--- src/design/kobl_pkg.sv ---
// ----------------------------------------------------------------------------
// kobl_pkg: shared definitions for the keyed ordered block list
// Capacity, field widths, operation and status codes, the per-cell shift
// command and the decode record passed from the controller to the datapath.
// ----------------------------------------------------------------------------
`default_nettype none

package kobl_pkg;

  // Number of entries the list can hold (2 .. 127; entry_count is 7 bits wide).
  localparam int CAPACITY = 64;

  localparam int IDX_W         = $clog2(CAPACITY);
  localparam int COUNT_W       = $clog2(CAPACITY + 1);
  localparam int KEY_W         = 32;
  localparam int OP_W          = 3;
  localparam int STATUS_W      = 3;
  localparam int ENTRY_COUNT_W = 7;

  // Operation codes.
  localparam logic [OP_W-1:0] OP_LOOKUP   = 3'd0;
  localparam logic [OP_W-1:0] OP_INSERT   = 3'd1;
  localparam logic [OP_W-1:0] OP_DELETE   = 3'd2;
  localparam logic [OP_W-1:0] OP_POP_TAIL = 3'd3;
  localparam logic [OP_W-1:0] OP_POP_HEAD = 3'd4;
  localparam logic [OP_W-1:0] OP_MOVE     = 3'd5;

  // Status codes.
  localparam logic [STATUS_W-1:0] ST_OK      = 3'd0;
  localparam logic [STATUS_W-1:0] ST_EMPTY   = 3'd1;
  localparam logic [STATUS_W-1:0] ST_MISSING = 3'd2;
  localparam logic [STATUS_W-1:0] ST_FULL    = 3'd3;
  localparam logic [STATUS_W-1:0] ST_AT_HEAD = 3'd4;

  // What a cell loads at the next edge.
  typedef enum logic [1:0] {
    CELL_HOLD      = 2'd0,
    CELL_FROM_PREV = 2'd1,
    CELL_FROM_NEXT = 2'd2,
    CELL_LOAD_KEY  = 2'd3
  } cell_mode_t;

  // Source of the reported block number.
  typedef enum logic [1:0] {
    RES_NONE = 2'd0,
    RES_KEY  = 2'd1,
    RES_TAIL = 2'd2,
    RES_HEAD = 2'd3
  } res_sel_t;

  // Decoded action for one request.
  typedef struct packed {
    logic                ins_new;
    logic                ins_hit;
    logic                del_key;
    logic                pop_tail;
    logic                pop_head;
    logic                mov;
    logic                found;
    logic [STATUS_W-1:0] status;
    res_sel_t            res_sel;
  } dec_t;

endpackage

`default_nettype wire

--- src/design/kobl_ctrl.sv ---
// ----------------------------------------------------------------------------
// kobl_ctrl: request decoder
// Turns the operation and the list condition into the action to take and
// the status to report.
// ----------------------------------------------------------------------------
`default_nettype none

module kobl_ctrl (
  input  wire logic                        req_valid,
  input  wire logic [kobl_pkg::OP_W-1:0]   req_op,
  input  wire logic                        hit,
  input  wire logic                        hit_head,
  input  wire logic                        empty,
  input  wire logic                        full,
  output kobl_pkg::dec_t                   dec
);

  always_comb begin
    dec         = '0;
    dec.status  = kobl_pkg::ST_OK;
    dec.res_sel = kobl_pkg::RES_NONE;
    if (req_valid) begin
      unique case (req_op)
        kobl_pkg::OP_LOOKUP: begin
          if (hit) begin
            dec.found   = 1'b1;
            dec.res_sel = kobl_pkg::RES_KEY;
          end else begin
            dec.status = empty ? kobl_pkg::ST_EMPTY : kobl_pkg::ST_MISSING;
          end
        end
        kobl_pkg::OP_INSERT: begin
          if (hit) begin
            dec.found   = 1'b1;
            dec.res_sel = kobl_pkg::RES_KEY;
            dec.ins_hit = 1'b1;
          end else if (full) begin
            dec.status = kobl_pkg::ST_FULL;
          end else begin
            dec.ins_new = 1'b1;
          end
        end
        kobl_pkg::OP_DELETE: begin
          if (empty) begin
            dec.status = kobl_pkg::ST_EMPTY;
          end else if (!hit) begin
            dec.status = kobl_pkg::ST_MISSING;
          end else begin
            dec.found   = 1'b1;
            dec.res_sel = kobl_pkg::RES_KEY;
            dec.del_key = 1'b1;
          end
        end
        kobl_pkg::OP_POP_TAIL: begin
          if (empty) begin
            dec.status = kobl_pkg::ST_EMPTY;
          end else begin
            dec.res_sel  = kobl_pkg::RES_TAIL;
            dec.pop_tail = 1'b1;
          end
        end
        kobl_pkg::OP_POP_HEAD: begin
          if (empty) begin
            dec.status = kobl_pkg::ST_EMPTY;
          end else begin
            dec.res_sel  = kobl_pkg::RES_HEAD;
            dec.pop_head = 1'b1;
          end
        end
        kobl_pkg::OP_MOVE: begin
          if (empty) begin
            dec.status = kobl_pkg::ST_EMPTY;
          end else if (!hit) begin
            dec.status = kobl_pkg::ST_MISSING;
          end else begin
            dec.found   = 1'b1;
            dec.res_sel = kobl_pkg::RES_KEY;
            if (hit_head) begin
              dec.status = kobl_pkg::ST_AT_HEAD;
            end else begin
              dec.mov = 1'b1;
            end
          end
        end
        default: begin
          // Unused operation codes change nothing and report ok.
        end
      endcase
    end
  end

endmodule

`default_nettype wire

--- config.mk ---
export PLATFORM = sky130hd
export DESIGN_NAME = kobl_ctrl
export DESIGN_NICKNAME = d
export VERILOG_FILES = /design/src/design/kobl_pkg.sv /design/src/design/kobl_ctrl.sv
export SDC_FILE = /design/constraint.sdc
export NUM_CORES = 1
export LEC_CHECK = 0
export BUFFER_PORTS_ARGS = -buffer_cell sky130_fd_sc_hd__buf_2
export CORE_AREA = 2 2 39 41
export DETAILED_ROUTE_END_ITERATION = 10
export DIE_AREA = 0 0 41 43
export GPL_ROUTABILITY_DRIVEN = 0
export RECOVER_POWER = 100
export REMOVE_ABC_BUFFERS = 1
export SLEW_MARGIN = 30
export SYNTH_ARGS = -nofsm -noshare
export SYNTH_HDL_FRONTEND = slang
export SYNTH_SLANG_ARGS = --single-unit
--- constraint.sdc ---
create_clock -name vclk -period 2.25
set_input_delay 0.1125 -clock vclk [all_inputs]
set_output_delay 0.1125 -clock vclk [all_outputs]
set_load 0.05 [all_outputs]
# Word-level counts from Yosys, hierarchy flattened
# Index checks and enable logic that the tools add are counted.
# word_totals
reg_bits	0
inputBits	8
out_inout_bits	12
word_cells	37
# classes
n_eq_ne	5
muxes	30
reduce_logical	2
# ops
operator	count
5-bit case mux with 6 select lines	1
2-bit 2-to-1 mux	12
1-bit 2-to-1 mux	12
12-bit 2-to-1 mux	1
3-bit 2-to-1 mux	3
3-bit by 2-bit == test with 1-bit output, second input constant	2
3-bit == test, second input constant	2
3-bit by 1-bit == test with 1-bit output, second input constant	1
3-bit zero test	1
1-bit case mux with 3 select lines	1
2-bit OR reduction	1

# Logic depth before layout (Yosys ltp)
# depth
word_depth	5
depth_mapped	4
ltp_nobuf	3

# Least setup slack after synthesis
# No wires, ideal clock.
# synth_timing
path_kind	input -> output
from	input req_op[2] (netlist name)
to	output dec[9] (netlist name)
arrival_time_ns	2.045
required_time_ns	2.138
setup_slack_ns	0.093
path_stages	3
n_path_buf	1
path_cell_list	buf_4 > and2b_1 > nor4b_1
# synth_rtl
item	line	rtl
start: declaration	kobl_ctrl.sv:10	input wire logic [kobl_pkg::OP_W-1:0] req_op,
end: declaration	kobl_ctrl.sv:15	output kobl_pkg::dec_t dec

==> results.md <==
* Status: completed
* Overall overflow remaining after global route at 0
* PD cells at 194 nW/um^2
* WP data required at 2.14 ns
* DP Wirelength at 566 um
* Placeable core area at 1380 sq um
* Vias in the first global route at 238
* Die Span X at 41 um
* DRC at 0
* Vertical extent of the die at 43 um
* Cell Rows at 14
* Buffers inserted during post-CTS setup optimization at 0
* Final cell count without fillers at 67
* Count of final setup violators at 0
* Total Routed Length at 682 um
* Number of distinct library cell variants in the gate-level netlist after synthesis at 22
* Mapped Avg Cell Area at 6.53 sq um
* Iteration-0 DRC Markers at 6
* Share of the clock period used by the worst path at 0.650
* Starting Density at 0.151
* Register cell area after layout at 0 sq um
* Leakage power figure at 0.140 nW
* Filler Cell Count at 172
* Max Clk Rate at 0.683 GHz
* Most frequent cell after synthesis: sky130_fd_sc_hd__nand2b_1
* Wire length of the first global-routing pass at 1060 um
* Slew at the pin closest to its max-slew limit at 0.599 ns
* Antenna fix cells at 0
* Sequential fraction of the synthesis area at 0
* Io pins at 20
* Max_cap viols at 0
* Slew HR at 0.602
* Post-synthesis instance area at 209 sq um
* Maximum fanout along the worst path at 6
* Die outline area at 1760 sq um
* Hold Fails Final Rpt at 0
* Max-slew violation count at 0
* Post-placement cell count at 67
* Dominant cell type by area after synthesis: sky130_fd_sc_hd__nand2b_1
* CTS-repair resized insts at 0
* Critical path capture point type: primary output
* Routed WL per cell at 10.2 um
* Hold_buf cts at 0
* Worst min path class: in -> out
* Fraction of synthesized cell area taken by the top area cell type at 0.120
* Top cells by area in the synthesized netlist: sky130_fd_sc_hd__nand2b_1 (12%), sky130_fd_sc_hd__nor4b_1 (8.4%), sky130_fd_sc_hd__and2b_1 (7.2%)
* Number of flip-flops and latches at 0
* Area delta synth->final at 46.7%
* Startpoint Class: primary input
* Final Total Pwr at 59.4 uW
* Number of nets in the layout at 61
* Maximum VDD drop at 0.0795 mV
* Setup repair after global routing missed its margin: false
* Via-to-Cell Ratio at 4.51
* First-pass iteration count of the detailed router at 3
* Pin count of the biggest net entering global routing at 11
* Overall track demand over capacity in global routing at 0.0789
* Ratio of cells with drive above 1 in the final layout at 0.196
* Cell count after synthesis at 32
* Ys Warns at 0
* Most instantiated cells after synthesis: sky130_fd_sc_hd__nand2b_1 (4), sky130_fd_sc_hd__inv_1 (3), sky130_fd_sc_hd__nand2_1 (3)
* Number of antenna violations at the first check in global routing at 0
* Setup TNS Final at 0 ns
* Number of buffer cells added on primary ports at 20
* Worst setup path class: in -> out
* Min cycle time layout at 1.46 ns
* Clock buffer count in the final layout at 0
* Count of nets left with antenna violations after detail routing at 0
* Critical path data arrival time at 1.35 ns
* Vias after detailed routing at 302
## area by class of cell
class / count / area (sq um) / share of cell area
multi-input cells: 28 / 190 / 0.620
inverters: 3 / 11.3 / 0.0367
well taps: 16 / 20.0 / 0.0653
repair buffers: 20 / 85.1 / 0.278
## metal layers
layer  GRT usage  part of all wire
met1       0.136              0.48
met2       0.113              0.44
met3           0             0.073
met4           0                 0
met5           0                 0
## cell families (layout without fill, tap and decap cells)
| family | Yosys count | after routing | share of synthesized area |
|---|---|---|---|
| buffers and inverters | 4 | 23 | 0.0898 |
| and+or+nand+nor | 20 | 20 | 0.629 |
| AOI/OAI and AO/OA | 8 | 8 | 0.281 |
## layout by cell type (no fill, tap or decap), types with 2 or more instances in the layout
cell | netlist | layout
sky130_fd_sc_hd__inv_1 | 3 | 3
sky130_fd_sc_hd__nor4b_1 | 2 | 2
sky130_fd_sc_hd__a21oi_1 | 2 | 2
sky130_fd_sc_hd__clkbuf_1 | 0 | 12
sky130_fd_sc_hd__nand2_1 | 3 | 3
sky130_fd_sc_hd__buf_2 | 0 | 8
sky130_fd_sc_hd__and2b_1 | 2 | 2
sky130_fd_sc_hd__nand2b_1 | 4 | 4
## final timing paths
kind,startpoint,to,slack (ns),cells after the start
worst max-delay path,req_op[1],dec[0],0.79,4
worst min-delay path,full,dec[11],0.64,3
## report_power, final
part	internal, mW	total, mW	switching, mW
logic	0.0171	0.0594	0.0423
registers	0	0	0
clock network	0	0	0
## critical path, cell delays in order
cell	delay [ns]
sky130_fd_sc_hd__buf_2	0.13
sky130_fd_sc_hd__or4_4	0.55
sky130_fd_sc_hd__o211ai_2	0.07
sky130_fd_sc_hd__clkbuf_1	0.48
## metrics by stage
stage,hold WS [ns],util,setup WS (ns),cell area [sq um]
floorplan,0.407,-,0.212,201
global placement,0.551,0.232,1.00,322
detailed placement,0.553,0.232,0.988,322
CTS,0.552,0.232,0.988,322
global route,0.655,0.222,0.696,307
finish,0.638,0.222,0.787,307
Power figures use the tool's default switching activity.
