==> src/design/kobl_pkg.sv <==
// ----------------------------------------------------------------------------
// kobl_pkg: shared definitions for the keyed ordered block list
// Capacity, field widths, operation and status codes, the per-cell shift
// command and the decode record passed from the controller to the datapath.
// ----------------------------------------------------------------------------
`default_nettype none

package kobl_pkg;

  // Number of entries the list can hold (2 .. 127; entry_count is 7 bits wide).
  localparam int CAPACITY = 64;

  localparam int IDX_W         = $clog2(CAPACITY);
  localparam int COUNT_W       = $clog2(CAPACITY + 1);
  localparam int KEY_W         = 32;
  localparam int OP_W          = 3;
  localparam int STATUS_W      = 3;
  localparam int ENTRY_COUNT_W = 7;

  // Operation codes.
  localparam logic [OP_W-1:0] OP_LOOKUP   = 3'd0;
  localparam logic [OP_W-1:0] OP_INSERT   = 3'd1;
  localparam logic [OP_W-1:0] OP_DELETE   = 3'd2;
  localparam logic [OP_W-1:0] OP_POP_TAIL = 3'd3;
  localparam logic [OP_W-1:0] OP_POP_HEAD = 3'd4;
  localparam logic [OP_W-1:0] OP_MOVE     = 3'd5;

  // Status codes.
  localparam logic [STATUS_W-1:0] ST_OK      = 3'd0;
  localparam logic [STATUS_W-1:0] ST_EMPTY   = 3'd1;
  localparam logic [STATUS_W-1:0] ST_MISSING = 3'd2;
  localparam logic [STATUS_W-1:0] ST_FULL    = 3'd3;
  localparam logic [STATUS_W-1:0] ST_AT_HEAD = 3'd4;

  // What a cell loads at the next edge.
  typedef enum logic [1:0] {
    CELL_HOLD      = 2'd0,
    CELL_FROM_PREV = 2'd1,
    CELL_FROM_NEXT = 2'd2,
    CELL_LOAD_KEY  = 2'd3
  } cell_mode_t;

  // Source of the reported block number.
  typedef enum logic [1:0] {
    RES_NONE = 2'd0,
    RES_KEY  = 2'd1,
    RES_TAIL = 2'd2,
    RES_HEAD = 2'd3
  } res_sel_t;

  // Decoded action for one request.
  typedef struct packed {
    logic                ins_new;
    logic                ins_hit;
    logic                del_key;
    logic                pop_tail;
    logic                pop_head;
    logic                mov;
    logic                found;
    logic [STATUS_W-1:0] status;
    res_sel_t            res_sel;
  } dec_t;

endpackage

`default_nettype wire

==> src/design/kobl_cell.sv <==
// ----------------------------------------------------------------------------
// kobl_cell: one list entry
// Holds one key, compares it with the request key and loads from its
// neighbours or from the request when the list shifts.
// ----------------------------------------------------------------------------
`default_nettype none

module kobl_cell (
  input  wire logic                      clk,
  input  wire kobl_pkg::cell_mode_t      mode,
  input  wire logic                      valid,
  input  wire logic [kobl_pkg::KEY_W-1:0] prev_key,
  input  wire logic [kobl_pkg::KEY_W-1:0] next_key,
  input  wire logic [kobl_pkg::KEY_W-1:0] req_key,
  output logic      [kobl_pkg::KEY_W-1:0] key,
  output logic                           match
);

  logic [kobl_pkg::KEY_W-1:0] key_next;

  assign match = valid && (key == req_key);

  always_comb begin
    unique case (mode)
      kobl_pkg::CELL_FROM_PREV: key_next = prev_key;
      kobl_pkg::CELL_FROM_NEXT: key_next = next_key;
      kobl_pkg::CELL_LOAD_KEY:  key_next = req_key;
      default:                  key_next = key;
    endcase
  end

  always_ff @(posedge clk) begin
    key <= key_next;
  end

endmodule

`default_nettype wire

==> config.mk <==
export PLATFORM = sky130hd
export DESIGN_NAME = kobl_cell
export DESIGN_NICKNAME = d
export VERILOG_FILES = /design/src/design/kobl_pkg.sv /design/src/design/kobl_cell.sv
export SDC_FILE = /design/constraint.sdc
export NUM_CORES = 1
export LEC_CHECK = 0
export ABC_CLOCK_PERIOD_IN_PS = 2380
export CORE_MARGIN = 2
export CORE_UTILIZATION = 55
export DETAILED_ROUTE_END_ITERATION = 10
export DONT_BUFFER_PORTS = 1
export GPL_ROUTABILITY_DRIVEN = 0
export MAX_ROUTING_LAYER = met4
export PLACE_DENSITY = 0.66
export SYNTH_ARGS = -nofsm -noshare
export SYNTH_HDL_FRONTEND = slang
export SYNTH_SLANG_ARGS = --single-unit
==> constraint.sdc <==
create_clock -name clk -period 2.38 [get_ports clk]
set_clock_uncertainty 0.05 [all_clocks]
set_input_delay 0.119 -clock clk [delete_from_list [all_inputs] [get_ports clk]]
set_output_delay 0.119 -clock clk [all_outputs]
set_load 0.005 [all_outputs]
# Word level (Yosys, flattened, before mapping)
# Index checks and enable logic that the tools add are counted.
# Widths: inputs -> output; s select.
[word_totals]
reg_bits = 32
latch_bits = 0
ram_bits = 0
romBits = 0
in_bits = 100
out_inout_bits = 33
wordCells = 8
memories = 0
[op_classes]
n_addsub = 0
n_mul = 0
div_mod_pow = 0
magnitude_cmp = 0
n_eq_ne = 4
shift = 0
mux = 1
n_bitwise = 0
n_reduce_logical = 2
[op_table]
columns = ["operator", "n"]
rows = [
  ["$pmux 32 s3", 1],
  ["$eq 32x32->1", 1],
  ["$eq 2x2->1 const B", 2],
  ["$reduce_bool 3->1", 1],
  ["$eq 2x1->1 const B", 1],
  ["$logic_and 1x1->1", 1],
]

# Depth between registers and ports, before layout
# Gate-level depths: netlist (run 1).
[logic_depth]
word_depth = 2
ltp_mapped = 4
ltp_nobuf = 4

# Least setup slack after synthesis (run 1)
# No wires, ideal clock.
[synth_timing]
kind = "input -> register"
from = "input mode[0]"
to = "register key[0] in the netlist's numbering (enable)"
setup_time_ns = 0.375
arrival_ns = 0.961
t_required_ns = 1.955
path_slack_ns = 0.995
path_stages = 3
n_path_buf = 2
path_cell_list = "buf_2 -> buf_4 -> or2_2"
[synth_via]
elab_chain_cells = 2
word_cells_on_any_way = 4
cone_classes = "eq/ne (3); reduce/logical (1)"
[synth_rtl]
columns = ["element", "line_no", "text"]
rows = [
  ["start: declaration", "kobl_cell.sv:10", "input wire kobl_pkg::cell_mode_t mode,"],
  ["$eq 2x2->1 / $eq 2x1->1 (equally long branches)", "kobl_cell.sv:24", "unique case (mode)"],
  ["$reduce_bool 3->1 (no line) (*)", "-", ""],
  ["end signal: assignment", "kobl_cell.sv:33", "key <= key_next;"],
  ["end: declaration", "kobl_cell.sv:15", "output logic [kobl_pkg::KEY_W-1:0] key,"],
]
# Every way passes the cells marked *; elsewhere a longest branch is shown, timed or not.
# A chain may end at the register's enable or synchronous reset.

# Worst setup path in the final report (run 1)
[layout_timing]
from = "register key[31] in the netlist's numbering"
to = "output match"
[layout_via]
elab_chain_cells = 2
[layout_rtl]
columns = ["element", "line_no", "text"]
rows = [
  ["$eq 32x32->1", "kobl_cell.sv:21", "assign match = valid && (key == req_key);"],
  ["$logic_and 1x1->1", "kobl_cell.sv:21", ""],
  ["end: declaration", "kobl_cell.sv:16", "output logic match"],
]
# Every way passes these cells.

==> flow_metrics.env, run 1 <==
export IMPL_synth_edf_count=32
export IMPL_final_layout_size_suffix_gt1_share_pct=3.81
export IMPL_worstPathRequired_ps=2210
export IMPL_start_kind="register"
export IMPL_largest_register_ffs=32
export IMPL_grt_max_degree=59
export IMPL_synth_mux_area_fraction_pct=16.2
export IMPL_slew_violations=0
export IMPL_switching_share_pct=25.9
export IMPL_clk_pin_slew_ps=100
export IMPL_synth_xor_area_share_pct=14.2
export IMPL_top_register="key"
export IMPL_tightest_slew_ps=752
export IMPL_core_rowCount=21
export IMPL_portBuffers=0
export IMPL_grt_usage_pct=23.7
export IMPL_synthCells=184
export IMPL_seq_area_frac_synth_pct=48.6
export IMPL_ys_flop_type="edfxtp_1"
export IMPL_ys_ff_latch=32
export IMPL_worst_setup_path_end_kind="output port"
export IMPL_h_tree_depth=2
export IMPL_drcViolationCount=0
export IMPL_wire_per_inst_um=18.9
export IMPL_synth_top_family_by_area="multiplexers"
export IMPL_drt_iter0_drc=39
export IMPL_power_leakage_nw=0.910
export IMPL_clock_sinks=32
export IMPL_clock_fmax_ghz=0.530
export IMPL_synth_compound_area_share_pct=8.10
export IMPL_pwr_share_seq_pct=60.4
export IMPL_yosys_area_top_type="edfxtp_1"
export IMPL_dieArea_mm2=0.00409
export IMPL_netlist_area_mm2=0.00198
export IMPL_die_h_um=64.0
export IMPL_antenna_cells=0
export IMPL_clock_path_buffers=2
export IMPL_cts_buffers=5
export IMPL_reg_top3="key: 32 flops"
export IMPL_synth_nets=284
export IMPL_pre_cts_ws_ps=813
export IMPL_final_nets=309
export IMPL_avgViaCountPerCell=5.87
export IMPL_yosysWarningCount=0
export IMPL_synth_top_area_share_pct=48.6
export IMPL_via_count=1503
export IMPL_switching_power_mw=0.327
export IMPL_postSynthAreaPerCell_um2=10.8
export IMPL_cts_tree="yes"
export IMPL_core_area_mm2=0.00339
export IMPL_antenna_found_initial=0
export IMPL_p_int_mw=0.937
export IMPL_grt_pass1_wl_um=7150
export IMPL_die_w_um=64.0
export IMPL_crit_type="reg2out"
export IMPL_drv_cap=0
export IMPL_yosys_area_share_simple_pct=10.2
export IMPL_p_comb_share_pct=17.3
export IMPL_post_synth_fa_ha_maj_area_fraction_pct=0
export IMPL_utilization_pct=68.7
export IMPL_place_hpwl_um=3160
export IMPL_drtPass1Iterations=4
export IMPL_fin_crit_ps=1890
export IMPL_ioPinCount=133
export IMPL_seqCellArea_um2=961
export IMPL_grt_overflow_total=0
export IMPL_fillers=257
export IMPL_hold_path_class="in2reg"
export IMPL_first_global_vias=1573
export IMPL_tns_ps=0
export IMPL_path_max_fanout=2
export IMPL_powerDensity_mw_per_mm2=543
export IMPL_timing_final_ws_setup_ps=494
export IMPL_post_route_period_util_pct=79.3
export IMPL_rsz0062_at_grt="false"
export IMPL_start_util_pct=58.4
export IMPL_ys_top_cells_by_area="edfxtp_1 49%, mux2i_1 16%, xor2_1 14%"
export IMPL_crit_arrival_ps=1720
export IMPL_postRouteWirelength_um=4840
export IMPL_hold_viol_final=0
export IMPL_relSlewSlack_pct=49.9
export IMPL_clkPwrFrac_pct=22.3
export IMPL_post_cts_buffers=0
export IMPL_final_setup_viol_count=0
export IMPL_multi_input_area_um2=962
export IMPL_status="complete, no violations"
export IMPL_clock_root_buffer="clkbuf_4"
export IMPL_irDropWorstVdd_mv=0.324
export IMPL_synth_cell_types=16
export IMPL_area_growth_pct=17.8
export IMPL_postRouteAntennaNets=0
export IMPL_synthTopCellsByCount="32 x a21oi_1, 32 x edfxtp_1, 32 x mux2i_1, 32 x nor2_1, 31 x xor2_1"
export IMPL_synth_async_reset_ratio_pct=0
[per-layer routing]
layer  vias up  global-route usage, %  wire length, um
li1        710                      -                -
met1       706                   24.2             1670
met2        80                   44.3             2700
met3         7                   5.99              399
met4         0                   7.34               65
met5         -                      -                0
[final timing paths]
kind	from	to	slack, ps	depth (start not counted)
worst max-delay path	key[31]$_DFFE_PP_	match	490	4
worst min-delay path	prev_key[17]	key[17]$_DFFE_PP_	10	2
[metrics by stage]
step           instances  power, mW  hold WS [ps]  area, um2
5_1_grt              256       1.33          8.57       2330
6_report             256       1.26          13.6       2330
4_1_cts              255       1.28          1.42       2320
2_1_floorplan        184      0.925           293       1980
3_5_place_dp         219      0.943           289       1980
3_3_place_gp         219      0.933           281       1980
[critical path: stages, from the launching register on]
cell and delay, ps:
edfxtp_1 440, xor2_1 170, nor4_1 350, nand4_1 190, nor3_2 250
[cell families after synthesis]
logic type | Yosys count
buf+inv | 11
mux | 32
flops | 32
compound gates | 32
xor+xnor | 32
simple gates | 45
[cell type report]
type	instances	share of cell area [%]
clock buffer	7	1.93
clock inverter	1	0.161
multi-input combinational	141	41.3
sequential	32	41.2
tap	46	2.47
timing repair buffer	29	12.9
[cells in the final DEF, fill, tap and decap left out, drive strengths merged]
cell type,Yosys,layout
nand4,1,1
edfxtp,32,32
buf,7,1
clkinv,0,1
or2,1,1
nor2,32,32
nor3,2,2
xor2,31,31
xnor2,1,1
dlygate4sd3,0,28
nand3,2,2
mux2i,32,32
clkbuf,4,7
nor4,7,7
a21oi,32,32
[power by group through the flow]
stage	logic, mW	registers, mW	clock network, mW
floorplan	0.163	0.762	0
global placement	0.157	0.775	0
detailed placement	0.164	0.779	0
CTS	0.218	0.765	0.292
global route	0.243	0.771	0.315
finish	0.219	0.764	0.281
[timing repair]
| action | 4_1_cts | 5_1_grt |
|---|---|---|
| setup endpoints to repair | 0 | 0 |
| endpoints found under the hold margin | 32 | 1 |
| hold buffers | 28 | 1 |
| gates resized for setup | 0 | 0 |
No activity file was read; power rests on OpenSTA's default activity.
==> inputs of run 2 (changes only) <==
Settings changed: ABC_CLOCK_PERIOD_IN_PS 2380 to 1700, PLACE_DENSITY 0.66 to 0.69.
Clock period 2.38 ns to 1.7 ns, I/O delays scaled along.
==> run 2 against run 1 <==
The flow now finishes with violations (setup timing). Sequential power up 40%. Utilization up 7.9 points. Via count up 7.3%. Worst hold slack worse by 9.5 ps. Critical path type unchanged. Largest power group unchanged. Highest routed layer unchanged.
==> flow_metrics.env, run 2 (synthesized netlist as in run 1, its figures left out) <==
export IMPL_grt_usage_pct=26.2
export IMPL_die_w_um=64.0
export IMPL_crit_family="simple AND/OR/NAND/NOR gates"
export IMPL_h_tree_depth=2
export IMPL_layout_commonest_cell="dlygate4sd3_1"
export IMPL_worst_setup_path_end_kind="output port"
export IMPL_slew_violations=0
export IMPL_antenna_found_initial=0
export IMPL_hold_path_endpoint="key[20]$_DFFE_PP_"
export IMPL_final_setup_viol_count=1
export IMPL_cts_buffers=5
export IMPL_drv_cap=0
export IMPL_crit_type="reg2out"
export IMPL_grt_max_degree=65
export IMPL_pre_cts_ws_ps=175
export IMPL_ioPinCount=133
export IMPL_clock_fmax_ghz=0.574
export IMPL_worstHoldStart="next_key[20]"
export IMPL_post_cts_buffers=0
export IMPL_hold_ws_ps=4.10
export IMPL_core_area_mm2=0.00339
export IMPL_place_hpwl_um=3090
export IMPL_avgViaCountPerCell=5.74
export IMPL_area_growth_pct=31.4
export IMPL_start_util_pct=58.4
export IMPL_final_nets=334
export IMPL_path_cells="xor2_1 > nor4_2 > nand4_1 > nor3_2"
export IMPL_hold_viol_final=0
export IMPL_reg_top3="key: 32 flops"
export IMPL_drt_iter0_drc=55
export IMPL_crit_arrival_ps=1610
export IMPL_antenna_cells=0
export IMPL_via_count=1612
export IMPL_drcViolationCount=0
export IMPL_cts_tree="yes"
export IMPL_postRouteAntennaNets=0
export IMPL_wire_per_inst_um=18.4
export IMPL_layout_common_cells="53 x dlygate4sd3_1, 32 x mux2i_1, 32 x nor2_1, 32 x a21oi_1, 32 x edfxtp_1"
export IMPL_largest_register_ffs=32
export IMPL_grt_overflow_total=0
export IMPL_tns_ps=-43.6
export IMPL_portBuffers=0
export IMPL_status="finished with violations"
export IMPL_start_kind="register"
export IMPL_fillers=218
export IMPL_tightest_slew_ps=750
export IMPL_post_route_period_util_pct=103
export IMPL_irDropWorstVdd_mv=0.585
export IMPL_power_mw=1.86
export IMPL_postRouteWirelength_um=5160
export IMPL_grt_pass1_wl_um=7870
export IMPL_failed_checks="setup timing"
export IMPL_clock_sinks=32
export IMPL_hold_path_class="in2reg"
export IMPL_rsz0062_at_grt="true"
export IMPL_cpPeakStageDelay_ps=440
export IMPL_clock_root_buffer="clkbuf_4"
export IMPL_dieArea_mm2=0.00409
export IMPL_core_rowCount=21
export IMPL_fin_crit_ps=1740
export IMPL_top_register="key"
export IMPL_cpMaxStageDelayCell="edfxtp_1"
export IMPL_first_global_vias=1731
export IMPL_final_layout_size_suffix_gt1_share_pct=4.68
export IMPL_worstPathRequired_ps=1560
export IMPL_path_max_fanout=2
export IMPL_hold_depth=2
export IMPL_timing_final_ws_setup_ps=-43.6
export IMPL_worst_path_buf_inv=0
export IMPL_drtPass1Iterations=4
export IMPL_power_leakage_nw=1.01
export IMPL_die_h_um=64.0
export IMPL_clock_path_buffers=2
export IMPL_clk_pin_slew_ps=90
export IMPL_relSlewSlack_pct=50.0
export IMPL_powerDensity_mw_per_mm2=716
-- run 2: cell types whose count changed in the layout (fill, tap and decap cells not counted) --
cell,change
nor4_1,-3
dlygate4sd3_1,+25
nor4_2,+3
-- run 2: cell type report --
| type | count | area [um2] | area share [%] |
|---|---|---|---|
| clock inverter | 1 | 3.75 | 0.144 |
| tap | 46 | 57.6 | 2.21 |
| sequential | 32 | 961 | 37.0 |
| timing repair buffer | 54 | 551 | 21.2 |
| clock buffer | 7 | 45.0 | 1.73 |
| multi-input combinational | 141 | 981 | 37.7 |
-- run 2: power breakdown --
part	internal (mW)	switching, mW
clock network	0.159	0.241
logic	0.232	0.159
registers	0.983	0.0877
total	1.37	0.488
-- run 2: how the worst max path moves through the flow --
stage	endpoint	cells past startpoint	slack (ps)	startpoint
after CTS	match	4	-80	key[7]$_DFFE_PP_
after global placement	match	4	190	key[22]$_DFFE_PP_
final	match	4	-40	key[22]$_DFFE_PP_
after detailed placement	match	4	180	key[31]$_DFFE_PP_
after floorplan	key[0]$_DFFE_PP_	3	350	mode[0]
after global routing	match	4	-100	key[7]$_DFFE_PP_
-- run 2: stage by stage --
| stage | instance area (um2) | instances | utilization [%] |
|---|---|---|---|
| floorplan | 1980 | 184 | - |
| global placement | 1980 | 219 | 58.4 |
| detailed placement | 1980 | 219 | 58.4 |
| CTS | 2590 | 281 | 76.5 |
| global route | 2600 | 281 | 76.7 |
| finish | 2600 | 281 | 76.7 |
-- run 2: routing by layer --
metal / vias to the layer above / GRT usage [%] / share of wire, %
met5: - / - / 0
met4: 0 / 9.24 / 0.52
met3: 4 / 5.99 / 9.5
met2: 95 / 50.7 / 56
met1: 753 / 25.1 / 34
li1: 760 / - / -
-- run 2: repair_timing --
item / in CTS / in global routing
hold buffers: 54 / 0
pin swaps: 3 / 5
resized for setup: 2 / 1
cloned: 0 / 0
endpoints found under the hold margin: 32 / 0
setup endpoints to repair: 1 / 1
